$ cat config.mk
export PLATFORM = sky130hd
export DESIGN_NAME = auto_framing_distance_control
export DESIGN_NICKNAME = d
export VERILOG_FILES = /design/src/rtl/afdc_pkg.sv /design/src/rtl/auto_framing_distance_control.sv /design/src/rtl/afdc_seq.sv /design/src/rtl/afdc_datapath.sv
export SDC_FILE = /design/constraint.sdc
export NUM_CORES = 2
export LEC_CHECK = 0
export BUFFER_PORTS_ARGS = -buffer_cell sky130_fd_sc_hd__buf_2
export CAP_MARGIN = 20
export CORE_MARGIN = 1
export CORE_UTILIZATION = 55
export CTS_CLUSTER_DIAMETER = 150
export DETAILED_ROUTE_END_ITERATION = 6
export PLACE_DENSITY = 0.73
export SETUP_SLACK_MARGIN = 0.1
export SKIP_LAST_GASP = 1
export SLEW_MARGIN = 20
export SYNTH_ARGS = -nofsm -noshare
export SYNTH_HDL_FRONTEND = slang
export SYNTH_SLANG_ARGS = --single-unit
export TNS_END_PERCENT = 30
$ cat constraint.sdc
create_clock -name clk -period 26.7 [get_ports clk]
set_input_delay 5.34 -clock clk [delete_from_list [all_inputs] [get_ports clk]]
set_output_delay 5.34 -clock clk [all_outputs]
set_load 0.01 [all_outputs]
$ cat src/rtl/afdc_pkg.sv
`timescale 1ns / 1ps
`default_nettype none

package afdc_pkg;

  localparam int unsigned DIST_W = 32;
  localparam int unsigned COEF_W = 16;
  localparam int unsigned MULB_W = COEF_W + 1;
  localparam int unsigned PROD_W = DIST_W + MULB_W;
  localparam int unsigned PC_W   = 4;

  localparam logic [COEF_W-1:0] GAIN_RST     = 16'd13844;
  localparam logic [COEF_W-1:0] DEADBAND_RST = 16'd6554;
  localparam logic [COEF_W-1:0] SETTLE_RST   = 16'd1311;
  localparam logic [COEF_W-1:0] ZOOM_OUT_RST = 16'd13107;
  localparam logic [COEF_W-1:0] ZOOM_IN_RST  = 16'd3277;

  typedef enum logic [2:0] {
    REG_ENABLE   = 3'd0,
    REG_GAIN     = 3'd1,
    REG_DEADBAND = 3'd2,
    REG_SETTLE   = 3'd3,
    REG_ZOOM_OUT = 3'd4,
    REG_ZOOM_IN  = 3'd5
  } reg_idx_t;

  typedef struct packed {
    logic              enable;
    logic [COEF_W-1:0] gain;
    logic [COEF_W-1:0] deadband;
    logic [COEF_W-1:0] settle;
    logic [COEF_W-1:0] zoom_out;
    logic [COEF_W-1:0] zoom_in;
  } cfg_t;

  typedef enum logic [3:0] {
    OP_NOP,
    OP_LOAD,
    OP_MUL_GAIN,
    OP_TARGET,
    OP_MUL_DEAD,
    OP_CMP_DEAD,
    OP_MUL_SETTLE,
    OP_HYST,
    OP_MUL_RATE,
    OP_STEP,
    OP_FIRST,
    OP_EMIT
  } op_t;

  typedef enum logic [2:0] {
    COND_NEVER,
    COND_ALWAYS,
    COND_NO_BEAT,
    COND_DISABLED,
    COND_TGT_ZERO,
    COND_CUR_ZERO,
    COND_NOT_ADJ,
    COND_OUT_FREE
  } cond_t;

  typedef struct packed {
    logic            accept;
    op_t             op;
    cond_t           cond;
    logic [PC_W-1:0] jump;
  } ctl_t;

  typedef struct packed {
    logic enabled;
    logic tgt_zero;
    logic cur_zero;
    logic adj;
    logic out_free;
  } status_t;

  localparam logic [PC_W-1:0] STEP_WAIT   = 4'd0;
  localparam logic [PC_W-1:0] STEP_GAIN   = 4'd1;
  localparam logic [PC_W-1:0] STEP_TARGET = 4'd2;
  localparam logic [PC_W-1:0] STEP_CHECK  = 4'd3;
  localparam logic [PC_W-1:0] STEP_MDEAD  = 4'd4;
  localparam logic [PC_W-1:0] STEP_CDEAD  = 4'd5;
  localparam logic [PC_W-1:0] STEP_MSET   = 4'd6;
  localparam logic [PC_W-1:0] STEP_HYST   = 4'd7;
  localparam logic [PC_W-1:0] STEP_TEST   = 4'd8;
  localparam logic [PC_W-1:0] STEP_MRATE  = 4'd9;
  localparam logic [PC_W-1:0] STEP_MOVE   = 4'd10;
  localparam logic [PC_W-1:0] STEP_FIRST  = 4'd11;
  localparam logic [PC_W-1:0] STEP_EMIT   = 4'd12;
  localparam logic [PC_W-1:0] STEP_RETRY  = 4'd13;

  // microcode: a jump is taken when its condition holds, else fall through
  function automatic ctl_t ucode(input logic [PC_W-1:0] pc);
    ctl_t c;
    c = '{accept: 1'b0, op: OP_NOP, cond: COND_ALWAYS, jump: STEP_WAIT};
    case (pc)
      STEP_WAIT:   c = '{1'b1, OP_LOAD,       COND_NO_BEAT,  STEP_WAIT};
      STEP_GAIN:   c = '{1'b0, OP_MUL_GAIN,   COND_DISABLED, STEP_WAIT};
      STEP_TARGET: c = '{1'b0, OP_TARGET,     COND_TGT_ZERO, STEP_WAIT};
      STEP_CHECK:  c = '{1'b0, OP_NOP,        COND_CUR_ZERO, STEP_FIRST};
      STEP_MDEAD:  c = '{1'b0, OP_MUL_DEAD,   COND_NEVER,    STEP_WAIT};
      STEP_CDEAD:  c = '{1'b0, OP_CMP_DEAD,   COND_NEVER,    STEP_WAIT};
      STEP_MSET:   c = '{1'b0, OP_MUL_SETTLE, COND_NEVER,    STEP_WAIT};
      STEP_HYST:   c = '{1'b0, OP_HYST,       COND_NEVER,    STEP_WAIT};
      STEP_TEST:   c = '{1'b0, OP_NOP,        COND_NOT_ADJ,  STEP_EMIT};
      STEP_MRATE:  c = '{1'b0, OP_MUL_RATE,   COND_NEVER,    STEP_WAIT};
      STEP_MOVE:   c = '{1'b0, OP_STEP,       COND_ALWAYS,   STEP_EMIT};
      STEP_FIRST:  c = '{1'b0, OP_FIRST,      COND_NEVER,    STEP_WAIT};
      STEP_EMIT:   c = '{1'b0, OP_EMIT,       COND_OUT_FREE, STEP_WAIT};
      STEP_RETRY:  c = '{1'b0, OP_NOP,        COND_ALWAYS,   STEP_EMIT};
      default:     c = '{1'b0, OP_NOP,        COND_ALWAYS,   STEP_WAIT};
    endcase
    return c;
  endfunction

endpackage

`default_nettype wire

$ cat src/rtl/auto_framing_distance_control.sv
`timescale 1ns / 1ps
`default_nettype none

// Auto framing distance control. Each input beat carries a frame's scene extents
// (min/max of x and y, Q16.16); the block scales the largest absolute extent by
// the framing gain into a target pullback distance and steps the camera distance
// toward it with a deadband/settle-band hysteresis, emitting one result beat per
// framed input (none when auto scale is off or the target is zero). Work runs as
// a microcode program over one shared 32x17 multiplier, one item at a time; the
// emit step waits until the output register can take the result. A finished
// result sits in the output register while the next beat is taken.
module auto_framing_distance_control (
  input  wire          clk,
  input  wire          rst,
  input  wire          s_tvalid,
  output logic         s_tready,
  input  wire  [127:0] s_tdata,    // min_x, max_x, min_y, max_y
  output logic         m_tvalid,
  input  wire          m_tready,
  output logic [39:0]  m_tdata,    // camera_distance, adjusting, zero fill
  input  wire          cfg_wr_en,
  input  wire  [2:0]   cfg_index,
  input  wire  [15:0]  cfg_data
);
  import afdc_pkg::*;

  cfg_t              cfg;
  ctl_t              ctl;
  status_t           stat;
  logic [DIST_W-1:0] camera_distance;
  logic              adjusting;

  always_ff @(posedge clk) begin
    if (rst) begin
      cfg <= '{enable:   1'b1,
               gain:     GAIN_RST,
               deadband: DEADBAND_RST,
               settle:   SETTLE_RST,
               zoom_out: ZOOM_OUT_RST,
               zoom_in:  ZOOM_IN_RST};
    end else if (cfg_wr_en) begin
      case (cfg_index)
        REG_ENABLE:   cfg.enable   <= cfg_data[0];
        REG_GAIN:     cfg.gain     <= cfg_data;
        REG_DEADBAND: cfg.deadband <= cfg_data;
        REG_SETTLE:   cfg.settle   <= cfg_data;
        REG_ZOOM_OUT: cfg.zoom_out <= cfg_data;
        REG_ZOOM_IN:  cfg.zoom_in  <= cfg_data;
        default: begin
        end
      endcase
    end
  end

  afdc_seq u_seq (
    .clk      (clk),
    .rst      (rst),
    .in_valid (s_tvalid),
    .stat     (stat),
    .ctl      (ctl)
  );

  afdc_datapath u_dp (
    .clk             (clk),
    .rst             (rst),
    .cfg             (cfg),
    .ctl             (ctl),
    .in_valid        (s_tvalid),
    .min_x           (s_tdata[31:0]),
    .max_x           (s_tdata[63:32]),
    .min_y           (s_tdata[95:64]),
    .max_y           (s_tdata[127:96]),
    .out_ready       (m_tready),
    .out_valid       (m_tvalid),
    .camera_distance (camera_distance),
    .adjusting       (adjusting),
    .stat            (stat)
  );

  assign s_tready = ctl.accept;
  assign m_tdata  = {7'b0, adjusting, camera_distance};

  // a new result only comes from the emit step
  assert property (@(posedge clk) disable iff (rst)
    $rose(m_tvalid) |-> $past(ctl.op == OP_EMIT))
    else $error("result beat raised outside the emit step");

  // a framed distance is never zero
  assert property (@(posedge clk) disable iff (rst)
    m_tvalid |-> (m_tdata[31:0] != '0))
    else $error("zero camera distance emitted");

  // an accepted beat always starts the program
  assert property (@(posedge clk) disable iff (rst)
    (s_tvalid && s_tready) |=> (ctl.op == OP_MUL_GAIN && !s_tready))
    else $error("sequencer did not advance after input beat");

endmodule

`default_nettype wire

$ cat src/rtl/afdc_seq.sv
`timescale 1ns / 1ps
`default_nettype none

module afdc_seq (
  input  wire              clk,
  input  wire              rst,
  input  wire              in_valid,
  input  afdc_pkg::status_t stat,
  output afdc_pkg::ctl_t   ctl
);
  import afdc_pkg::*;

  logic [PC_W-1:0] pc;
  logic [PC_W-1:0] pc_next;
  logic            take;

  assign ctl = ucode(pc);

  always_comb begin
    case (ctl.cond)
      COND_NEVER:    take = 1'b0;
      COND_ALWAYS:   take = 1'b1;
      COND_NO_BEAT:  take = ~in_valid;
      COND_DISABLED: take = ~stat.enabled;
      COND_TGT_ZERO: take = stat.tgt_zero;
      COND_CUR_ZERO: take = stat.cur_zero;
      COND_NOT_ADJ:  take = ~stat.adj;
      COND_OUT_FREE: take = stat.out_free;
      default:       take = 1'b1;
    endcase
    pc_next = take ? ctl.jump : pc + 1'b1;
  end

  always_ff @(posedge clk) begin
    if (rst) begin
      pc <= STEP_WAIT;
    end else begin
      pc <= pc_next;
    end
  end

endmodule

`default_nettype wire

$ cat src/rtl/afdc_datapath.sv
`timescale 1ns / 1ps
`default_nettype none

module afdc_datapath (
  input  wire                        clk,
  input  wire                        rst,
  input  afdc_pkg::cfg_t             cfg,
  input  afdc_pkg::ctl_t             ctl,
  input  wire                        in_valid,
  input  wire  signed [31:0]         min_x,
  input  wire  signed [31:0]         max_x,
  input  wire  signed [31:0]         min_y,
  input  wire  signed [31:0]         max_y,
  input  wire                        out_ready,
  output logic                       out_valid,
  output logic [afdc_pkg::DIST_W-1:0] camera_distance,
  output logic                       adjusting,
  output afdc_pkg::status_t          stat
);
  import afdc_pkg::*;

  logic [DIST_W-1:0] ext;
  logic [PROD_W-1:0] prod;
  logic [DIST_W-1:0] tgt;
  logic [DIST_W-1:0] diff;
  logic              up;
  logic [DIST_W-1:0] cur;
  logic              adj;
  logic              start;

  logic [DIST_W-1:0] ext_x;
  logic [DIST_W-1:0] ext_y;
  logic [DIST_W-1:0] mul_a;
  logic [MULB_W-1:0] mul_b;
  logic [PROD_W-1:0] product;
  logic [DIST_W-1:0] tgt_c;
  logic              up_c;
  logic [DIST_W-1:0] diff_c;
  logic [PROD_W-1:0] scaled_diff;
  logic [DIST_W-1:0] step_amt;
  logic              out_free;

  // |lo| reaches 2^31 for the most negative value, still fits 32 unsigned bits
  function automatic logic [DIST_W-1:0] axis_ext(input logic [31:0] lo, input logic [31:0] hi);
    logic [DIST_W-1:0] mag;
    mag = lo[31] ? (~lo + 32'd1) : lo;
    return (hi[31] || mag > hi) ? mag : hi;
  endfunction

  assign ext_x = axis_ext(min_x, max_x);
  assign ext_y = axis_ext(min_y, max_y);

  always_comb begin
    case (ctl.op)
      OP_MUL_GAIN: begin
        mul_a = ext;
        mul_b = {1'b0, cfg.gain};
      end
      OP_MUL_DEAD: begin
        mul_a = cur;
        mul_b = {1'b0, cfg.deadband} + MULB_W'(1);
      end
      OP_MUL_SETTLE: begin
        mul_a = cur;
        mul_b = {1'b0, cfg.settle};
      end
      OP_MUL_RATE: begin
        mul_a = diff;
        mul_b = up ? {1'b0, cfg.zoom_out} : {1'b0, cfg.zoom_in};
      end
      default: begin
        mul_a = '0;
        mul_b = '0;
      end
    endcase
  end

  assign product = PROD_W'(mul_a) * PROD_W'(mul_b);

  // target = (extent * gain) >> 12, saturated to 32 bits
  assign tgt_c  = (|prod[PROD_W-1:DIST_W+12]) ? '1 : prod[DIST_W+11:12];
  assign up_c   = tgt_c > cur;
  assign diff_c = up_c ? tgt_c - cur : cur - tgt_c;

  // error compares without division: diff << 16 against band * cur
  assign scaled_diff = {1'b0, diff, 16'b0};
  assign step_amt    = prod[DIST_W+15:16];
  assign out_free    = ~out_valid | out_ready;

  always_ff @(posedge clk) begin
    if (rst) begin
      cur       <= '0;
      adj       <= 1'b0;
      out_valid <= 1'b0;
    end else begin
      case (ctl.op)
        OP_HYST:  adj <= adj ? ~(scaled_diff < prod) : start;
        OP_STEP:  cur <= up ? cur + step_amt : cur - step_amt;
        OP_FIRST: cur <= tgt;
        default: begin
        end
      endcase
      if (ctl.op == OP_EMIT && out_free) begin
        out_valid <= 1'b1;
      end else if (out_ready) begin
        out_valid <= 1'b0;
      end
    end
  end

  always_ff @(posedge clk) begin
    if (ctl.op == OP_LOAD && in_valid) begin
      ext <= (ext_y > ext_x) ? ext_y : ext_x;
    end
    if (ctl.op == OP_MUL_GAIN || ctl.op == OP_MUL_DEAD ||
        ctl.op == OP_MUL_SETTLE || ctl.op == OP_MUL_RATE) begin
      prod <= product;
    end
    if (ctl.op == OP_TARGET) begin
      tgt  <= tgt_c;
      diff <= diff_c;
      up   <= up_c;
    end
    if (ctl.op == OP_CMP_DEAD) begin
      start <= scaled_diff >= prod;
    end
    if (ctl.op == OP_EMIT && out_free) begin
      camera_distance <= cur;
      adjusting       <= adj;
    end
  end

  assign stat = '{enabled:  cfg.enable,
                  tgt_zero: (tgt_c == '0),
                  cur_zero: (cur == '0),
                  adj:      adj,
                  out_free: out_free};

endmodule

`default_nettype wire
==> run metrics <==
non-filler instance count after layout=~5,800; clk buf depth=3; number of failing hold endpoints at the final stage=0; worst slack at placement=around 13,000 ps; CTS sink cnt=310; Reg2Reg Setup Slack=16,650 ps; Crit-path slowest cell=or4_1; antenna viol nets, final=0; Area contributors post-synth=fa_1, edfxtp_1, ha_1, inv_1, nand2_1; fin util=0.6016; CTS H-tree depth=2; IO buf count=~190; Mean Syn Cell Area=around 8.5 um^2; met2 GRT Util=0.4914; global route hottest layer=met2; CP most frequent cell=a21o_1; register area share after synthesis=0.1995; hold endpoint=cfg[26]; post-layout power=about 1.7 mW; Yosys top cell by area=fa_1; Via Count=33,883; CP max FO=32; vias per cell=5.864; largest net degree at the start of global routing=85; dpl hpwl=94,060 um; Bufs and invs on worst path=3; Slew Limit Headroom=0.2304; status=finished clean; CTS tree=done; Worst-Margin Slew=1154 ps; Max Cap Viol=0; top cell type's share of synthesized area=0.2255; routing usage on met1=0.4513; number of flops mapped to enable cells by yosys=between 150 and 200; Pwr Density=38.80 nW/um^2; global-route usage over all layers=0.3197; final wirelength=117,700 um; total CTS buffers=38; Clock Latency Late Sink=slightly below 600 ps; layout cells sized above 1=0.07689; CP Data Required Time=26,990 ps; Synth Warn #=0; worst path arrival time=between 10,000 and 15,000 ps; Post-Synthesis Cells=4,711; fin nets=5,756; worst-case reg-to-reg path depth=27; Post-synth ARST share=0; global placer's final weighted congestion=~1; DP Cell Count=5,705; nature of the critical path endpoint=register; GRT met3 Usage=0.06541; routed len/inst=20.37 um; worst r2r dst=u_dp.prod[45]; Hold-fix buffers, CTS=0; Die Width=272.1 um; initial antenna violation count=2; Hold Path Depth=2; first-pass GRT wire length=185,600 um; number of fill cells=6,453; Initial Utilization=0.5585; PnR worst setup slack=13,910 ps; First-pass DRT Iterations=6; worst clock skew=about 36 ps; crit-path leading delay family=simple AND/OR/NAND/NOR gates; std cell rows=98; Top Ports=194; Final Setup Violations=0; most frequent cells in the layout=inv_1, nand2_1, fa_1; Leak Pwr=20.30 nW; drt drc=0; FF-to-FF Start=u_dp.up; count of pins over their slew limit=0; core box area=between 70,000 and 80,000 um^2; crit path kind=primary input to register; min-delay worst type=register to register; Tmin final=12,790 ps; FF+latch count, synth=310; total grt overflow=0; Fin Setup TNS=0 ps; Critical Path Max Stage Delay=about 540 ps; post-synthesis cell area=around 40,000 um^2; Die H=272.1 um; period utilization=0.4791; Layout area overhead=7.714%; worst vdd ir=0.00004552 V; post-CTS setup buffers=0; Fmax=around 0.078 GHz; min-delay src=cfg[26]; Distinct cells, synth=75; die footprint=74,050 um^2; top_reg_cell synth=edfxtp_1; vias in the first global route=33,161; RSZ-0062 raised after global routing=no; initial DRC count=slightly below 3,000; critical path launch point type=primary input; Root Buffer=clkbuf_16; post-cts sizing count=0; most common cell after layout, fill and taps aside=inv_1; clock-pin slew on the worst setup and hold paths=approximately 60 ps
==> kinds of logic (layout without fill, tap and decap cells) <==
group           after synthesis  count (layout)  synth area share
other cells                   1              10        0.00009344
flops                       310             310            0.1995
simple gates               1429            1429            0.1625
xor+xnor                    202             202           0.04409
mux                         137             137           0.03489
buf+inv                    1007            1115           0.09515
fa+ha+maj                   809             809            0.3368
compound gates              816             816            0.1270
==> where the power goes <==
| part | internal (mW) | leakage, nW | switching (mW) | total [mW] |
|---|---|---|---|---|
| Clock | 0.296 | 0.601 | 0.223 | 0.520 |
| Sequential | 0.574 | 2.62 | 0.0468 | 0.621 |
| Combinational | 0.175 | 17.1 | 0.361 | 0.536 |
==> layout make-up <==
cell class              count  area (um^2)  share of cell area
inverters                 799         2999             0.06938
diodes                      3        7.507           0.0001737
clock inverters            16        130.1            0.003010
flip-flops and latches    310         8008              0.1852
clock buffers              54         1085             0.02510
repair buffers            246         1381             0.03196
multi-input cells        3400        28430              0.6576
well taps                 950         1189             0.02750
==> state kept, by name, summed over array words and instances, names as in the netlist <==
register and flops:
cfg 81, u_dp.adj 1, u_dp.adjusting 1, u_dp.camera_distance 32, u_dp.cur 32, u_dp.diff 32, u_dp.ext 32, u_dp.out_valid 1
u_dp.prod 49, u_dp.start 1, u_dp.tgt 32, u_dp.up 1, u_seq.ctl 11, u_seq.pc 4
==> per-stage QoR <==
step | instance area [um^2] | hold slack [ps]
floorplan | 40150 | 432.9
global placement | 42000 | 438.0
detailed placement | 42000 | 446.6
CTS | 43220 | 454.7
global route | 43220 | 475.1
finish | 43230 | 451.3
==> worst register-to-register path: stages, from the launching register on <==
cell,delay [ps]
edfxtp_1,320
buf_4,490
mux2_2,420
a22oi_1,870
nand2_1,920
buf_4,490
nand2_1,110
fa_1,450
fa_1,550
inv_1,60
fa_1,500
inv_1,60
fa_1,530
inv_1,50
fa_1,470
inv_1,50
fa_1,470
inv_1,40
ha_1,350
a21oi_1,160
o21ai_0,160
a311oi_1,480
a211oi_1,170
o21ai_0,270
a31oi_1,230
o311ai_0,680
o21ai_0,240
xor2_1,180
==> per-layer routing <==
metal | wire, um | part of all wire
met1 | 51400 | 0.44
met2 | 51190 | 0.44
met3 | 11300 | 0.096
met4 | 3776 | 0.032
met5 | 13 | 0.00011
==> synth_stat cells, types with 8 or more instances <==
master,count
o21ai_0,132
mux2i_1,114
o21ai_1,12
a41oi_1,11
ha_1,357
a211oi_1,36
fa_1,452
nor2_1,181
a22oi_1,31
a222oi_1,9
buf_4,8
edfxtp_1,180
nand2b_1,37
o41ai_1,11
o211ai_1,29
nand4_1,77
nor4_1,24
mux2_2,23
o31ai_1,26
nand3_1,90
dfxtp_1,130
buf_1,15
nand2_1,752
or3_1,18
xnor2_1,159
a221oi_1,10
a31oi_1,26
inv_1,797
clkbuf_1,178
a21o_1,83
xor2_1,43
nor2b_1,32
nor3_1,47
or2_2,15
a21oi_1,308
and3_1,31
o21a_1,23
or4_1,15
and2_1,91
o21bai_1,22
==> worst max path at each step <==
stage                      from           end  slack, ps  cells past startpoint
global placement     s_tdata[6]   u_dp.ext[0]      13420                     31
floorplan            s_tdata[6]  u_dp.ext[10]      14290                     31
detailed placement   s_tdata[4]   u_dp.ext[6]      13330                     31
global route        s_tdata[68]   u_dp.ext[6]      13260                     33
CTS                  s_tdata[4]   u_dp.ext[3]      13890                     31
finish               s_tdata[4]   u_dp.ext[2]      13910                     31
Note: power is estimated with default switching activity, not from simulation.
